### config.mk
export PLATFORM = sky130hd
export DESIGN_NAME = buh_ram
export DESIGN_NICKNAME = d
export VERILOG_FILES = /design/src/buh_ram.sv
export SDC_FILE = /design/constraint.sdc
export NUM_CORES = 2
export LEC_CHECK = 0
export BUFFER_PORTS_ARGS = -buffer_cell sky130_fd_sc_hd__buf_2
export CORE_MARGIN = 1
export CORE_UTILIZATION = 40
export DETAILED_ROUTE_END_ITERATION = 10
export PLACE_DENSITY = 0.52
export SLEW_MARGIN = 20
export SYNTH_ARGS = -nofsm -noshare
export SYNTH_HDL_FRONTEND = slang
export SYNTH_SLANG_ARGS = --single-unit
### constraint.sdc
create_clock -name clk -period 3.65 [get_ports clk]
set_input_delay 0.1825 -clock clk [delete_from_list [all_inputs] [get_ports clk]]
set_output_delay 0.1825 -clock clk [all_outputs]
set_load 0.05 [all_outputs]
### src/buh_ram.sv
// ----------------------------------------------------------------------------
// buh_ram
// Generic simple dual-port RAM: one write port, one read port, registered read.
// ----------------------------------------------------------------------------
module buh_ram #(
  parameter  int WIDTH = 32,
  parameter  int DEPTH = 80,
  localparam int AW    = $clog2(DEPTH)
) (
  input  logic             clk,
  input  logic             we,
  input  logic [AW-1:0]    waddr,
  input  logic [WIDTH-1:0] wdata,
  input  logic [AW-1:0]    raddr,
  output logic [WIDTH-1:0] rdata
);

  logic [WIDTH-1:0] mem [DEPTH];

  // write and registered read
  always_ff @(posedge clk) begin
    if (we) begin
      mem[waddr] <= wdata;
    end
    rdata <= mem[raddr];
  end

endmodule

==> flow_summary.toml <==
[layout]
nNetsFinal = 4845
fillers = 20057
final_common_cell = "edfxtp_1"
multiInputGateArea_um2 = 20310
final_cell_mix = "edfxtp_1, mux4_2, clkbuf_16, buf_4, mux2i_1"
regArea_um2 = 77510
drive_gt1_share_pct = 30.18
areaGrowthSynthToFinish_pct = 16.07

[clock_network]
clkLatencyLatePin_ns = 0.93
cts-root-buf = "clkbuf_16"
clock_path_buffers = 4
post_cts_buffers = 0
cts_sinks = 2592
h-tree-depth = 5
clk_pin_slew_ns = 0.06
holdBufCountCts = 32
cts_resized = 0
cts_made_buffers = 295
cts_tree = "yes"

[logic_synthesis]
avgSynthCellArea_um2 = 22.85
synth.area.top_cells = "edfxtp_1, mux4_2, mux2i_1"
yosysWarnings = 0
netlist_area_um2 = 98580
seq_area_frac_synth_pct = 78.63
synth_top_flop_cell = "edfxtp_1"
yosys.area.top_type_share_pct = 77.98
yosys.area.top_type = "edfxtp_1"
synthesis.nets = 4363
synth_edf_count = 2560
yosys.cell_types.count = 52
ys_ff_latch = 2592
postSynthCellCount = 4315
async_flop_share_pct = 0

[setup_path]
cp.arrival_ns = 3.24
crit_path_max_incr_delay_ns = 0.58
cp_top_family = "compound AO/OA/AOI/OAI gates"
path_cells = "buf_8, buf_4, mux4_2, nor2_1, o32ai_1, o31ai_1, o221ai_1"
cp.required_ns = 4.29
cp.buffers_inverters = 2
slowest_stage = "o31ai_1"
endpoint_kind = "flip-flop"
cp_max_fo = 47
cp-start-kind = "input pin"
critPathKind = "in -> reg"

[sta]
tns_ns = 0
rsz0062_at_grt = "false"
worst_pin_slew_ns = 1.090
setup-violations-final = 0
finalCritPeriodShare_pct = 71.33
slew_headroom_pct = 27.34
fin_ws_ns = 1.047
period_minus_slack_ns = 2.603
hold_violations = 0
skew_ns = 0.06062
max_freq_ghz = 0.3841
slew_violations = 0

[hold_path]
hp-class = "in -> reg"

[floorplan]
die_w_um = 498.4
core_area_um2 = 244100
ioPinCount = 80
dieArea_um2 = 248400
rows = 181
initial_core_util_pct = 40.38
fp.dieH_um = 498.4

[routing]
drc = 0
drt-wirelength-per-cell_um = 33.79
drtAntennaViolNets = 0
viasPerCell = 5.847
firstDrtPassIters = 7
drtIter0Drc = 4865
via_count = 47957
wirelength_mm = 277.2

[place]
gp_congestion = 0.8109
dp_hpwl_mm = 165.9
io_buffer_count = 79
dpl_worst_slack_ns = 0.2082

[global_routing]
grt_max_degree = 81
grt_pass1_wl_mm = 388.6
grt_pass1_vias = 48874
grt_overflow = 0
grtUsageTotal_pct = 22.32
antenna_found_initial = 15

[power]
p_per_area_nw_per_um2 = 556.8
peakVddDrop_uv = 461.6
power_leakage_uw = 0.03584

[flow_run]
cap_violations = 0

[outcome]
outcome = "finished, final reports clean"
worst min-delay path, delay by kind of cell:
kind                   cells  cell delay, ns
and+or+nand+nor            2            0.22
buffers and inverters      2            0.39
synth_stat cells (3+ instances only):
master	count
a211oi_1	34
o221ai_1	8
a32oi_1	9
a221oi_1	16
mux2i_1	135
nand2_1	87
edfxtp_1	2560
buf_2	77
nand3_1	26
a22o_1	17
nor2_1	136
or2_2	6
nand4_1	5
a211o_1	7
o22ai_1	76
o32ai_1	6
nor2b_1	41
buf_4	49
o31ai_1	7
dfxtp_1	32
nor4_1	5
nor3_1	37
o21ai_0	28
a32o_1	3
a31oi_1	5
buf_1	12
a22oi_1	35
buf_6	26
o41ai_1	22
o211ai_1	22
nand2b_1	12
a21oi_1	13
a221o_1	6
mux2_2	52
clkbuf_1	69
mux4_2	609
state kept, by name (all words and copies together), names as in the netlist:
name / cells
rdata: 32
mem: 2560
cell type report:
| cell class | instances | share of cell area [%] |
|---|---|---|
| inverter | 2 | 0.006561 |
| antenna | 7 | 0.01531 |
| tap | 3202 | 3.501 |
| clock buffer | 367 | 6.861 |
| sequential | 2592 | 67.75 |
| clock inverter | 126 | 0.8125 |
| multi-input combinational | 1488 | 17.75 |
| timing repair buffer | 418 | 3.304 |
report_power, final:
part	switching (µW)	total [µW]	internal [µW]
logic	2150	3290	1140
registers	113	33000	32900
clock network	11300	27400	16100
total	13600	63700	50100
routing by layer:
| layer | track usage, % | vias to the layer above | wire (µm) |
|---|---|---|---|
| li1 | - | 19444 | - |
| met1 | 31.23 | 26479 | 118100 |
| met2 | 36.33 | 1682 | 135000 |
| met3 | 3.649 | 346 | 16960 |
| met4 | 6.036 | 6 | 7017 |
| met5 | 0 | - | 40 |
per-stage QoR:
stage | utilization, % | total power, µW | std cells | hold WS (ns) | area [µm²]
2_1_floorplan | - | 35240 | 4315 | 0.2814 | 98580
3_3_place_gp | 43.10 | 36900 | 7665 | 0.6356 | 105200
3_5_place_dp | 43.12 | 36930 | 7667 | 0.6436 | 105300
4_1_cts | 46.85 | 64340 | 8192 | 0.005946 | 114400
5_1_grt | 46.86 | 65540 | 8197 | 0.05640 | 114400
6_report | 46.87 | 63710 | 8202 | 0.07529 | 114400
kinds of logic (layout without fill, tap and decap cells):
family | after synthesis | count (layout) | share of synthesized area [%]
multiplexers | 796 | 796 | 15.88
flip-flops | 2592 | 2592 | 78.63
other | 0 | 7 | 0
buffers and inverters | 235 | 913 | 1.377
AND/OR/NAND/NOR | 371 | 371 | 1.735
AO/OA/AOI/OAI | 321 | 321 | 2.377
worst paths after layout:
| kind | from | end | slack (ns) | depth (start not counted) |
|---|---|---|---|---|
| worst max-delay path | raddr[0] | rdata[16] | 1.05 | 7 |
| worst min-delay path | waddr[4] | mem[30][20] | 0.08 | 4 |
| worst max register to register | mem[21][16] | rdata[16] | 1.05 | 5 |
| worst min register to register | mem[65][25] | rdata[25] | 0.84 | 4 |
No activity file was read; power rests on OpenSTA's default activity.
